`src/rtl/core/isc_pkg.sv`:
```
// Shared types and constants for the inverse sum-of-cubes block.
package isc_pkg;

  // Fixed field widths of the item ports
  localparam int TOTAL_WIDTH = 64;
  localparam int COUNT_WIDTH = 17;

  // Default number of total bits that take part
  localparam int DEF_INPUT_WIDTH = 64;

  // Sequencer states
  typedef enum logic [2:0] {
    ST_IDLE,
    ST_ROOT1,
    ST_SETUP2,
    ST_ROOT2,
    ST_FINISH
  } isc_state_t;

endpackage

```
`src/rtl/core/inverse_sum_of_cubes.sv`:
```
// Top level: decides whether total is 1^3 + ... + n^3 and returns n.
//
// One item enters, then a restoring square-root unit that finds one result
// bit per cycle runs twice: first on total (k = isqrt(total), must be exact),
// then on 8k+1 (s = isqrt(8k+1), must be exact). An exact second root gives
// n = (s-1)/2. A setup state sits between the passes and a finish state
// follows them. The root unit is the only arithmetic; it sets the rate. The
// input stalls while an item is at work, so a new item is accepted only once
// the last has left its finish state; the result sits in an output register
// until taken, and a finished item waits in its finish state only if an
// earlier result has still not been taken. Bits of total above INPUT_WIDTH
// are ignored. Zero total reports found with n = 0; any other non-sum reports
// found = 0 and count = 0.
module inverse_sum_of_cubes #(
  parameter int INPUT_WIDTH = isc_pkg::DEF_INPUT_WIDTH
) (
  input  logic                             clk,
  input  logic                             rst,
  input  logic                             total_valid,
  output logic                             total_stall,
  input  logic [isc_pkg::TOTAL_WIDTH-1:0]  total,
  output logic                             result_valid,
  input  logic                             result_stall,
  output logic                             found,
  output logic [isc_pkg::COUNT_WIDTH-1:0]  count
);
  import isc_pkg::*;

  // Root widths of the two passes; the shared unit is sized for the wider
  localparam int RW1    = (INPUT_WIDTH + 1) / 2;
  localparam int RW2    = (RW1 + 4) / 2;
  localparam int RWM    = (RW1 > RW2) ? RW1 : RW2;
  localparam int OPW    = 2 * RWM;
  localparam int REMW   = RWM + 2;
  localparam int STEP_W = $clog2(RWM);

  isc_state_t state, state_next;

  logic [OPW-1:0]    op;
  logic [REMW-1:0]   rem;
  logic [RWM-1:0]    root;
  logic [STEP_W-1:0] cnt;
  logic              zero;
  logic              ok1;

  logic              accept;
  logic              step_en;
  logic              setup2;
  logic              finish;
  logic              slot_free;
  logic              last_step;

  logic [REMW-1:0]   rem_shift;
  logic [REMW-1:0]   trial;
  logic              ge;
  logic [REMW-1:0]   rem_next;
  logic [RWM-1:0]    root_next;
  logic              found_next;
  logic [COUNT_WIDTH-1:0] count_next;

  assign slot_free = !result_valid || !result_stall;
  assign last_step = (cnt == '0);
  assign accept    = total_valid && !total_stall;

  // Next state of the sequencer
  always_comb begin
    state_next = state;
    case (state)
      ST_IDLE:   if (total_valid) state_next = ST_ROOT1;
      ST_ROOT1:  if (last_step) state_next = ST_SETUP2;
      ST_SETUP2: state_next = ST_ROOT2;
      ST_ROOT2:  if (last_step) state_next = ST_FINISH;
      ST_FINISH: if (slot_free) state_next = ST_IDLE;
      default:   state_next = ST_IDLE;
    endcase
  end

  // Sequencer outputs
  always_comb begin
    total_stall = 1'b1;
    step_en     = 1'b0;
    setup2      = 1'b0;
    finish      = 1'b0;
    case (state)
      ST_IDLE:   total_stall = 1'b0;
      ST_ROOT1:  step_en = 1'b1;
      ST_SETUP2: setup2 = 1'b1;
      ST_ROOT2:  step_en = 1'b1;
      ST_FINISH: finish = slot_free;
      default:   total_stall = 1'b1;
    endcase
  end

  always_ff @(posedge clk) begin
    if (rst) begin
      state <= ST_IDLE;
    end else begin
      state <= state_next;
    end
  end

  // One restoring root step: bring down two operand bits, try root*4+1
  always_comb begin
    rem_shift = {rem[RWM-1:0], op[OPW-1 -: 2]};
    trial     = {root, 2'b01};
    ge        = (rem_shift >= trial);
    rem_next  = ge ? (rem_shift - trial) : rem_shift;
    root_next = {root[RWM-2:0], ge};
  end

  // Final decision: an exact odd root s of 8k+1 gives n = s >> 1
  always_comb begin
    found_next = zero || (ok1 && (rem == '0));
    count_next = '0;
    if (!zero && found_next) begin
      count_next = COUNT_WIDTH'(root >> 1);
    end
  end

  // Root datapath: load, iterate, reload for the second pass
  always_ff @(posedge clk) begin
    if (accept) begin
      op   <= OPW'(total[INPUT_WIDTH-1:0]);
      rem  <= '0;
      root <= '0;
      cnt  <= STEP_W'(RWM - 1);
      zero <= (total[INPUT_WIDTH-1:0] == '0);
    end else if (step_en) begin
      op   <= op << 2;
      rem  <= rem_next;
      root <= root_next;
      cnt  <= cnt - 1'b1;
    end else if (setup2) begin
      op   <= OPW'({root, 3'b001});
      ok1  <= (rem == '0);
      rem  <= '0;
      root <= '0;
      cnt  <= STEP_W'(RWM - 1);
    end
  end

  // Output register: hold until taken
  always_ff @(posedge clk) begin
    if (rst) begin
      result_valid <= 1'b0;
    end else if (finish) begin
      result_valid <= 1'b1;
    end else if (!result_stall) begin
      result_valid <= 1'b0;
    end
  end

  always_ff @(posedge clk) begin
    if (finish) begin
      found <= found_next;
      count <= count_next;
    end
  end

  // A rejected total never carries a count
  a_no_count_when_absent: assert property (@(posedge clk) disable iff (rst)
    result_valid && !found |-> count == '0)
    else $error("count set on a result that was not found");

  // An exact second root is always odd, since 8k+1 is odd
  a_odd_root: assert property (@(posedge clk) disable iff (rst)
    state == ST_FINISH && !zero && ok1 && rem == '0 |-> root[0])
    else $error("exact root of 8k+1 is even");

  // An accepted item starts a full first pass
  a_start_pass: assert property (@(posedge clk) disable iff (rst)
    accept |=> state == ST_ROOT1 && cnt == STEP_W'(RWM - 1))
    else $error("first root pass did not start after accept");

  // The second pass always ends in the finish state
  a_pass_end: assert property (@(posedge clk) disable iff (rst)
    state == ST_ROOT2 && last_step |=> state == ST_FINISH)
    else $error("second root pass did not reach finish");

endmodule

```
`config.mk`:
```
export PLATFORM = sky130hd
export DESIGN_NAME = inverse_sum_of_cubes
export DESIGN_NICKNAME = d
export VERILOG_FILES = /design/src/rtl/core/isc_pkg.sv /design/src/rtl/core/inverse_sum_of_cubes.sv
export SDC_FILE = /design/constraint.sdc
export NUM_CORES = 1
export LEC_CHECK = 0
export ABC_AREA = 1
export BUFFER_PORTS_ARGS = -buffer_cell sky130_fd_sc_hd__buf_2
export CAP_MARGIN = 15
export CORE_MARGIN = 2
export CORE_UTILIZATION = 55
export CTS_CLUSTER_SIZE = 12
export DETAILED_ROUTE_END_ITERATION = 12
export GPL_TIMING_DRIVEN = 0
export PLACE_DENSITY = 0.75
export RECOVER_POWER = 25
export SLEW_MARGIN = 20
export SYNTH_ARGS = -nofsm -noshare
export SYNTH_HDL_FRONTEND = slang
export SYNTH_SLANG_ARGS = --single-unit
export TNS_END_PERCENT = 20
```
`constraint.sdc`:
```
create_clock -name clk -period 4.8 [get_ports clk]
set_clock_uncertainty 0.15 [all_clocks]
set_input_delay 0.24 -clock clk [delete_from_list [all_inputs] [get_ports clk]]
set_output_delay 0.24 -clock clk [all_outputs]
set_load 0.01 [all_outputs]
```
==> results.json <==
{
  "status": "complete, no violations",
  "fin_area_um2": 11200,
  "clockBufferDepth": 2,
  "worstSkewPairLatency_ns": 0.44,
  "drv_slew": 0,
  "routedWlPerCell_um": 16.7,
  "crit_arrival_ns": 3.25,
  "initial_utilization_pct": 55.8,
  "p_leak_uw": 0.00515,
  "fillCellCount": 1508,
  "firstDrtPassIters": 6,
  "syn-num-nets": 1317,
  "synth_edf_count": 84,
  "vias": 8805,
  "antenna_found_initial": 0,
  "rows": 48,
  "antenna_cells": 0,
  "cts_inserted_buffers": 17,
  "synth_warnings": 0,
  "cap_violations": 0,
  "dieArea_um2": 18500,
  "fp.dieW_um": 136,
  "setup_viol": 0,
  "ys_types": 44,
  "critPathRequiredTime_ns": 4.80,
  "routed_wl_um": 26500,
  "cts_max_level": 4,
  "avgSynthCellArea_um2": 7.90,
  "highest_layer": "met4",
  "die_h_um": 136,
  "overflow": 0,
  "cts.sinks": 159,
  "relSlewSlack_pct": 4.15,
  "synth-seq-cells": 159,
  "nets": 1457,
  "post_cts_resized": 0,
  "timing.rr.start": "state[2]",
  "hp-start": "total[63]",
  "first_iter_violations": 796,
  "ir_drop_mv": 0.458,
  "end_kind": "flip-flop",
  "timing.fmax_mhz": 308,
  "path_class": "reg2reg",
  "worst_pin_slew_ns": 1.43,
  "port_buffers": 87,
  "rsz0062_at_grt": "false",
  "synth_area_um2": 9590,
  "grt_max_degree": 54,
  "period_share_pct": 67.6,
  "whs_endpoint": "op[63]",
  "synth_cells": 1213,
  "path_max_fanout": 53,
  "ys_async_sr_fraction_pct": 0,
  "ys.flop_type": "edfxtp_1",
  "clk_pin_slew_ns": 0.06,
  "first_global_vias": 8018,
  "ff2ff_path_depth": 8,
  "fin_setup_tns_ns": 0,
  "layout-drive-gt1-share_pct": 15.2,
  "hpwl_um": 19600,
  "drc": 0,
  "ant_nets": 0,
  "met3_length_um": 1780,
  "place_congestion": 0.971,
  "powerDensity_nw_per_um2": 720,
  "layout.cells.most_common": "nand2_1",
  "coreArea_um2": 17200,
  "grt_pass1_wl_um": 41600,
  "wirelength_met1_um": 11700,
  "placed_cell_area_um2": 10300,
  "finalCriticalPeriod_ns": 3.24,
  "yosysSeqAreaShare_pct": 42.0,
  "holdCritPathClass": "in2reg",
  "clockRootBuffer": "clkbuf_16",
  "grtUsageTotal_pct": 29.2,
  "areaGrowthSynthToFinish_pct": 16.8,
  "met2WireLength_um": 12500,
  "holdPathStages": 2,
  "hold_violations": 0,
  "cts_tree": "done",
  "worstReg2RegEnd": "op[59]",
  "crit_path_start_kind": "flip-flop",
  "final_cell_mix": "nand2_1 (373), inv_1 (160), edfxtp_1 (84), buf_2 (75), dfxtp_1 (75)",
  "viasPerCell": 5.53,
  "reg2reg_setup_slack_ns": 1.56,
  "io_pins": 88
}
cells by family after synthesis:
family,synth area share [%]
adders and majority gates,4.70
xor gates and xnor gates,1.46
buffers and inverters,8.95
AOI/OAI and AO/OA,10.3
and+or+nand+nor,32.6
DFF,42.0
stage by stage:
step | util [%] | setup slack (ns) | power [µW] | cells | hold slack [ns]
finish | 65.2 | 1.56 | 8050 | 1591 | 0.0219
global route | 65.2 | 1.43 | 8670 | 1591 | 0.0126
CTS | 65.5 | 2.31 | 8010 | 1591 | 0.00615
detailed placement | 60.2 | 2.34 | 6620 | 1526 | 0.291
global placement | 60.0 | 1.68 | 6540 | 1525 | 0.290
floorplan | - | 2.29 | 5590 | 1213 | 0.159
metal layers:
metal | vias to the layer above | track usage [%]
li1 | 4319 | -
met1 | 4065 | 40.3
met2 | 379 | 47.9
met3 | 42 | 4.14
met4 | 0 | 8.45
met5 | - | 0
sequential cells by signal, summed over array words and instances, names as in the netlist:
signal,count
ok1,1
zero,1
op,64
result_valid,1
cnt,5
state,3
rem,34
found,1
count,17
root,32
synth_stat cells (2+ instances only):
library cell | number | area [µm²]
nand2_1 | 373 | 1400
inv_1 | 158 | 593
edfxtp_1 | 84 | 2520
dfxtp_1 | 75 | 1500
o22ai_1 | 64 | 400
a21oi_1 | 63 | 315
nor2_1 | 60 | 225
ha_1 | 36 | 450
nand2_2 | 35 | 219
nand3b_1 | 34 | 255
nand3_1 | 33 | 165
nand3_2 | 33 | 330
nor4_1 | 22 | 138
a22o_1 | 18 | 158
clkbuf_1 | 15 | 56.3
buf_2 | 14 | 70.1
xnor2_1 | 13 | 114
nand4_1 | 12 | 75.1
nor2_4 | 11 | 124
o21ai_0 | 9 | 45.0
nor2_2 | 7 | 43.8
nor3_1 | 7 | 35.0
buf_1 | 4 | 15.0
and2_1 | 3 | 18.8
buf_12 | 3 | 60.1
buf_6 | 3 | 33.8
inv_2 | 3 | 11.3
xor2_1 | 3 | 26.3
a21o_1 | 2 | 15.0
o211ai_1 | 2 | 15.0
power breakdown:
| part | switching, µW | internal, µW |
|---|---|---|
| registers | 198 | 1860 |
| logic | 3000 | 1650 |
| clock network | 585 | 767 |
| total | 3780 | 4270 |
worst max-delay path by stage:
stage	start	to	slack [ns]
floorplan	state[2]	op[0]	2.29
global placement	state[2]	op[47]	1.68
detailed placement	root[17]	rem[22]	2.34
CTS	root[17]	rem[6]	2.31
global route	state[2]	op[57]	1.43
finish	state[2]	op[59]	1.56
final cells by class:
class / instances / area (µm²) / area share (%)
multi-input combinational: 852 / 4680 / 41.8
tap: 225 / 282 / 2.52
sequential: 159 / 4020 / 35.9
clock buffer: 21 / 465 / 4.16
clock inverter: 11 / 118 / 1.05
inverter: 162 / 608 / 5.43
buffer: 40 / 248 / 2.21
timing repair buffer: 121 / 767 / 6.85
critical path: stages (launching register included):
cell      delay, ns
dfxtp_1        0.30
clkbuf_1       0.23
nor2_1         0.12
nand3_1        0.32
inv_1          0.17
nor2_1         0.72
inv_1          0.35
buf_4          0.34
buf_16         0.24
timing repair:
item                                    in CTS  in global routing
buffers inserted                             0                  0
endpoints found under the setup margin       0                  0
hold buffers                                33                  0
endpoints found under the hold margin       35                  0
No activity file was read; power rests on OpenSTA's default activity.
